===== config.mk =====
export PLATFORM = sky130hd
export DESIGN_NAME = button_state_sync_sender_top
export DESIGN_NICKNAME = d
export VERILOG_FILES = /design/src/rtl/bss_pkg.sv /design/src/rtl/bss_core.sv /design/src/rtl/button_state_sync_sender_top.sv
export SDC_FILE = /design/constraint.sdc
export NUM_CORES = 1
export LEC_CHECK = 0
export BUFFER_PORTS_ARGS = -buffer_cell sky130_fd_sc_hd__buf_2
export CORE_ASPECT_RATIO = 1.25
export CORE_MARGIN = 2
export CORE_UTILIZATION = 35
export CTS_BUF_LIST = sky130_fd_sc_hd__clkbuf_4 sky130_fd_sc_hd__clkbuf_8
export DETAILED_ROUTE_END_ITERATION = 10
export GPL_TIMING_DRIVEN = 0
export MAX_ROUTING_LAYER = met4
export PLACE_DENSITY = 0.53
export SLEW_MARGIN = 20
export SYNTH_ARGS = -nofsm -noshare
export SYNTH_HDL_FRONTEND = slang
export SYNTH_SLANG_ARGS = --single-unit

===== constraint.sdc =====
create_clock -name clk_i -period 3.9 [get_ports clk_i]
set_input_delay 0.975 -clock clk_i [delete_from_list [all_inputs] [get_ports clk_i]]
set_output_delay 0.975 -clock clk_i [all_outputs]
set_load 0.1 [all_outputs]

===== src/rtl/bss_pkg.sv =====
// Shared types and constants for the button state sync sender.
// No dependencies; imported by the core, the top level and the checker.
`default_nettype none

package bss_pkg;

  localparam int unsigned BTN_W      = 8;
  localparam int unsigned MS_W       = 16;
  localparam int unsigned IN_DATA_W  = 32;  // 26 used bits padded to bytes
  localparam int unsigned IN_USER_W  = 2;
  localparam int unsigned OUT_DATA_W = 16;  // 12 used bits padded to bytes

  localparam logic [MS_W-1:0] RESEND_INTERVAL_RST = 16'd1000;

  typedef enum logic [1:0] {
    FUNC_BUTTON = 2'd0,
    FUNC_RADIO  = 2'd1,
    FUNC_TICK   = 2'd2,
    FUNC_NONE   = 2'd3
  } func_e;

  typedef struct packed {
    func_e            func;
    logic [BTN_W-1:0] buttons;
    logic             max_retries_hit;
    logic             send_done;
    logic [MS_W-1:0]  elapsed_ms;
  } bss_item_t;

  typedef struct packed {
    logic             send;
    logic [BTN_W-1:0] payload;
    logic             flush_tx;
    logic             clear_irq;
    logic             led_on;
  } bss_result_t;

endpackage

`default_nettype wire


===== src/rtl/bss_core.sv =====
// Sync state registers and the per-event update logic.
// Depends on bss_pkg. State advances only when step_i is high.
`default_nettype none

module bss_core import bss_pkg::*; (
  input  wire logic        clk_i,
  input  wire logic        rst_ni,
  input  wire logic        step_i,
  input  wire bss_item_t   item_i,
  input  wire logic        cfg_we_i,
  input  wire logic [MS_W-1:0] cfg_data_i,
  output bss_result_t      result_o
);

  logic [MS_W-1:0]  interval_q;
  logic [BTN_W-1:0] local_q, local_d;
  logic [BTN_W-1:0] inflight_q, inflight_d;
  logic [BTN_W-1:0] acked_q, acked_d;
  logic             ever_q, ever_d;
  logic             busy_q, busy_d;
  logic [MS_W-1:0]  count_q, count_d;
  logic             led_q, led_d;

  // Busy after any ack/flush of this event, before a new send.
  logic             busy_mid;
  logic             want_send;

  always_comb begin
    local_d    = local_q;
    inflight_d = inflight_q;
    acked_d    = acked_q;
    ever_d     = ever_q;
    busy_mid   = busy_q;
    count_d    = count_q;
    led_d      = led_q;
    want_send  = 1'b0;
    result_o   = '0;

    case (item_i.func)
      FUNC_BUTTON: begin
        local_d   = item_i.buttons;
        want_send = !ever_q || (item_i.buttons != acked_q);
        led_d     = (item_i.buttons != '0);
      end
      FUNC_RADIO: begin
        if (item_i.max_retries_hit) begin
          result_o.flush_tx = 1'b1;
          busy_mid          = 1'b0;
        end else if (item_i.send_done) begin
          ever_d   = 1'b1;
          acked_d  = inflight_q;
          busy_mid = 1'b0;
        end
        result_o.clear_irq = 1'b1;
        want_send = !ever_d || (local_q != acked_d);
      end
      FUNC_TICK: begin
        if (count_q <= item_i.elapsed_ms) begin
          want_send = 1'b1;
          count_d   = interval_q;
        end else begin
          count_d = count_q - item_i.elapsed_ms;
        end
      end
      default: ;
    endcase

    busy_d = busy_mid;
    if (want_send && !busy_mid) begin
      busy_d           = 1'b1;
      inflight_d       = local_d;
      result_o.send    = 1'b1;
      result_o.payload = local_d;
    end
    result_o.led_on = led_d;
  end

  always_ff @(posedge clk_i or negedge rst_ni) begin
    if (!rst_ni) begin
      interval_q <= RESEND_INTERVAL_RST;
    end else if (cfg_we_i) begin
      interval_q <= cfg_data_i;
    end
  end

  always_ff @(posedge clk_i or negedge rst_ni) begin
    if (!rst_ni) begin
      local_q    <= '0;
      inflight_q <= '0;
      acked_q    <= '0;
      ever_q     <= 1'b0;
      busy_q     <= 1'b0;
      count_q    <= RESEND_INTERVAL_RST;
      led_q      <= 1'b0;
    end else if (step_i) begin
      local_q    <= local_d;
      inflight_q <= inflight_d;
      acked_q    <= acked_d;
      ever_q     <= ever_d;
      busy_q     <= busy_d;
      count_q    <= count_d;
      led_q      <= led_d;
    end
  end

endmodule

`default_nettype wire


===== src/rtl/button_state_sync_sender_top.sv =====
// Button state sync sender: input register, sync core, result register.
// Depends on bss_pkg and bss_core.
`default_nettype none

// Keeps a remote receiver's copy of an 8-bit button bitmap in step with the
// local buttons over an acknowledged stop-and-wait radio link. Each request
// on the slave stream is one event (tuser selects button change, radio event
// or timer tick) and yields exactly one result on the master stream, telling
// the radio driver whether to send (and what), whether to flush the transmit
// queue and whether to clear the interrupt flags, plus the LED level.
// Timing: a request is captured in an input register, evaluated by the core
// and lands in the result register once that register is free or being read,
// from where the result is offered on the master stream. One request per
// cycle is sustained as long as the master side keeps taking results; the
// input register refills while a finished result waits. Back-pressure from
// m_axis_tready reaches s_axis_tready in the same cycle.
// resend_interval (reset 1000 ms) is written over the cfg channel; the user
// writes it only while the block is idle, which the block does not enforce.
// A write takes effect at the next countdown reload.

module button_state_sync_sender_top import bss_pkg::*; (
  input  wire logic                  clk_i,
  input  wire logic                  rst_ni,
  // event requests
  input  wire logic                  s_axis_tvalid,
  output      logic                  s_axis_tready,
  // [7:0] buttons, [8] max_retries_hit, [9] send_done, [25:10] elapsed_ms
  input  wire logic [IN_DATA_W-1:0]  s_axis_tdata,
  // [1:0] func
  input  wire logic [IN_USER_W-1:0]  s_axis_tuser,
  // results
  output      logic                  m_axis_tvalid,
  input  wire logic                  m_axis_tready,
  // [0] send, [8:1] payload, [9] flush_tx, [10] clear_irq, [11] led_on
  output      logic [OUT_DATA_W-1:0] m_axis_tdata,
  // resend_interval writes
  input  wire logic                  cfg_valid_i,
  output      logic                  cfg_ready_o,
  input  wire logic [MS_W-1:0]       cfg_data_i
);

  // input register
  logic      in_valid_q;
  bss_item_t in_item_q;
  bss_item_t in_item_d;

  // result register
  logic        out_valid_q;
  bss_result_t out_q;
  bss_result_t core_res;

  logic advance;   // input register moves into the result register
  logic take_in;

  assign advance       = in_valid_q && (!out_valid_q || m_axis_tready);
  assign s_axis_tready = !in_valid_q || advance;
  assign take_in       = s_axis_tvalid && s_axis_tready;
  assign cfg_ready_o   = 1'b1;

  always_comb begin
    in_item_d.func            = func_e'(s_axis_tuser);
    in_item_d.buttons         = s_axis_tdata[7:0];
    in_item_d.max_retries_hit = s_axis_tdata[8];
    in_item_d.send_done       = s_axis_tdata[9];
    in_item_d.elapsed_ms      = s_axis_tdata[25:10];
  end

  always_ff @(posedge clk_i or negedge rst_ni) begin
    if (!rst_ni) begin
      in_valid_q <= 1'b0;
    end else if (s_axis_tready) begin
      in_valid_q <= s_axis_tvalid;
    end
  end

  always_ff @(posedge clk_i) begin
    if (take_in) begin
      in_item_q <= in_item_d;
    end
  end

  bss_core u_core (
    .clk_i      (clk_i),
    .rst_ni     (rst_ni),
    .step_i     (advance),
    .item_i     (in_item_q),
    .cfg_we_i   (cfg_valid_i),
    .cfg_data_i (cfg_data_i),
    .result_o   (core_res)
  );

  always_ff @(posedge clk_i or negedge rst_ni) begin
    if (!rst_ni) begin
      out_valid_q <= 1'b0;
    end else if (!out_valid_q || m_axis_tready) begin
      out_valid_q <= in_valid_q;
    end
  end

  always_ff @(posedge clk_i) begin
    if (advance) begin
      out_q <= core_res;
    end
  end

  assign m_axis_tvalid = out_valid_q;
  assign m_axis_tdata  = {4'b0000, out_q.led_on, out_q.clear_irq, out_q.flush_tx,
                          out_q.payload, out_q.send};

endmodule

`default_nettype wire


==> impl_metrics.env <==
export IMPL_status="finished clean"
export IMPL_ctsHoldBuffers=0
export IMPL_die_area_mm2=0.01558
export IMPL_rrSetupSlack_ns=1.01
export IMPL_final_cells=713
export IMPL_cp_arrival_ns=3.00
export IMPL_syn_area_per_cell_um2=11.30
export IMPL_drive_gt1_share_pct=24.49
export IMPL_fp_dieH_um=139.1
export IMPL_drt_wl_total_mm=11.42
export IMPL_antenna_found_initial=0
export IMPL_final_period_utilization_pct=74.14
export IMPL_drt_first_pass_iters=4
export IMPL_initialDrtViolationCount=120
export IMPL_worst_path_buf_inv=0
export IMPL_pwr_share_clk_pct=17.7
export IMPL_fin_nets=602
export IMPL_async_flop_share_pct=60.40
export IMPL_crit_required_ns=4.01
export IMPL_seq_area_frac_synth_pct=53.69
export IMPL_cp_slowest_cell="o21ai_2"
export IMPL_area_delta_synth_final_pct=15.60
export IMPL_hpwl_mm=8.589
export IMPL_critPathLaunchType="flop"
export IMPL_drtAntennaViolNets=0
export IMPL_synth_area_top_cells="dfrtp_1 24%, edfxtp_1 24%, dfstp_2 6.2%"
export IMPL_synth_top_area_share_pct=24.00
export IMPL_max_cap_violations=0
export IMPL_final_area_mm2=0.005906
export IMPL_finClkSkew_ns=0.01249
export IMPL_clk_pin_slew_worst_paths_ns=0.10
export IMPL_critPathMaxFanout=9
export IMPL_synthCells=452
export IMPL_crit_type="reg -> reg"
export IMPL_diodes=0
export IMPL_use_met1_pct=17.22
export IMPL_postPlaceCellArea_mm2=0.005713
export IMPL_setup_violations=0
export IMPL_rows=49
export IMPL_p_switching_mw=1.410
export IMPL_grt_use_met3_pct=3.934
export IMPL_grt_max_degree=34
export IMPL_first_global_vias=3837
export IMPL_cts_sinks=101
export IMPL_vdd_ir_drop_max_uv=228.4
export IMPL_grt_usage_pct=16.10
export IMPL_ys_ff_latch=101
export IMPL_wl_per_cell_um=16.01
export IMPL_fin_crit_ns=2.891
export IMPL_p_leak_nw=2.555
export IMPL_cts_path_max_buffers=2
export IMPL_maxSlewHeadroom_pct=53.03
export IMPL_cts_buffers=9
export IMPL_synth_edf_count=40
export IMPL_placedCellCount=697
export IMPL_cts_resized=0
export IMPL_grt_overflow=0
export IMPL_dieWidth_um=112.1
export IMPL_drc_errors=0
export IMPL_switching_share_pct=37.65
export IMPL_cts_max_level=3
export IMPL_internal_power_mw=2.334
export IMPL_synthFlopType="dfrtp_1"
export IMPL_grt_pass1_wl_mm=19.03
export IMPL_yosys_warnings=0
export IMPL_rsz0062_at_grt="false"
export IMPL_dr_total_vias=3541
export IMPL_cts_tree="yes"
export IMPL_path_delay_family="compound AO/OA/AOI/OAI gates"
export IMPL_synthesis_area_mm2=0.005109
export IMPL_via_per_inst=4.966
export IMPL_endpoint_kind="flop"
export IMPL_use_met2_pct=28.87
export IMPL_synth_common_cells="49 x dfrtp_1, 40 x edfxtp_1, 36 x nor2_1"
export IMPL_power_frac_comb_pct=41.0
export IMPL_start_util_pct=35.61
export IMPL_cts_root_buf="clkbuf_8"
export IMPL_fin_tns_setup_ns=0
export IMPL_synthMostInstantiatedCell="dfrtp_1"
export IMPL_netlist_top_cell_by_area="dfrtp_1"
export IMPL_synth_distinct_cells=61
export IMPL_hold_viol=0
export IMPL_worstSkewPairLatency_ns=0.38
export IMPL_path_cells="ha_1 -> fa_1 -> nand2b_2 -> a211oi_1 -> o21bai_1 -> a21oi_2 -> a221oi_4 -> o21ai_2 -> nor2_1"
export IMPL_p_per_area_mw_per_mm2=634.0
export IMPL_critPathMaxStageDelay_ns=0.49
export IMPL_gp_congestion=0.8937
export IMPL_hold_path_class="reg -> reg"
export IMPL_busiest_layer="met2"
export IMPL_cts_setup_buffers=0
export IMPL_seq_power_share_pct=41.3
export IMPL_io_pins=74
export IMPL_slew_violations=0
export IMPL_max_freq_mhz=345.9
export IMPL_port_buffers=61
export IMPL_core_area_mm2=0.01435
export IMPL_max_slew_worst_pin_slew_ns=0.7038
[cell usage in the layout (no fill, tap or decap), types with 4 or more instances in the layout]
cell       n
buf_2     61
dfrtp_1   49
edfxtp_1  40
nor2_1    35
inv_1     34
nand2_1   34
mux2i_1   31
o21ai_0   28
a21oi_1   20
mux2_2    18
ha_1      16
xnor2_1   13
xor2_1    12
clkbuf_8  12
dfstp_2   12
clkbuf_1   9
nand2b_1   7
buf_4      7
nor2b_1    6
a31oi_1    5
nand4_1    5
conb_1     5
buf_6      4
and3_1     4
[logic make-up after synthesis]
group,share of synthesized area (%)
and+or+nand+nor,10.80
DFF,53.69
AOI/OAI and AO/OA,11.56
buffers and inverters,4.873
muxes,10.34
xor gates and xnor gates,4.286
adders and majority gates,4.311
other,0.1470
[layer usage]
metal	share of wire, %	wire length, µm
met5	0	0
met4	1.7	199
met3	3.7	418
met2	54	6176
met1	40	4621
[per-stage QoR]
stage	utilization [%]	worst slack, ns	power, mW	hold slack, ns
finish	41.17	1.009	3.744	0.4868
CTS	41.17	0.9176	3.787	0.4909
global route	41.17	0.8046	4.032	0.5127
global placement	39.37	0.9490	3.077	0.4645
detailed placement	39.82	0.9449	3.112	0.4719
floorplan	-	0.7800	2.762	0.4485
[worst min-delay path: cells and delay by family (launching register included)]
kind / cells / cell delay (ns)
AO/OA/AOI/OAI: 1 / 0.06
AND/OR/NAND/NOR: 1 / 0.04
flip-flops: 1 / 0.38
[sequential cells by signal, summed over array words and instances, names as in the netlist, 8 cells and up]
name,count
in_item_q,28
u_core.count_q,16
u_core.interval_q,16
m_axis_tdata,12
u_core.acked_q,8
u_core.inflight_q,8
u_core.local_q,8
[final cells by class]
class                      count  area, µm²
timing repair buffer          64      366.6
sequential                   101       2743
tap                          178      222.7
fill                        1441       8441
inverter                      34      127.6
buffer                        20      121.4
clock inverter                 1      5.005
clock buffer                  15      187.7
multi-input combinational    300       2132
[worst paths after layout]
check / from / endpoint / depth (start not counted)
worst min register to register: u_core.count_q[6] / u_core.count_q[6] / 2
max in group asynchronous: rst_ni / u_core.local_q[6] / 2
min in group asynchronous: rst_ni / u_core.count_q[11] / 1
worst min-delay path: u_core.count_q[6] / u_core.count_q[6] / 2
worst max register to register: in_item_q[0] / m_axis_tdata[7] / 9
worst max-delay path: in_item_q[0] / m_axis_tdata[7] / 9
[power groups by stage]
stage	Combinational (mW)	Clock, mW	Sequential [mW]
floorplan	1.14	0	1.62
global placement	1.51	0	1.56
detailed placement	1.54	0	1.57
CTS	1.55	0.691	1.55
global route	1.72	0.733	1.58
finish	1.54	0.664	1.54
Power figures use the tool's default switching activity.
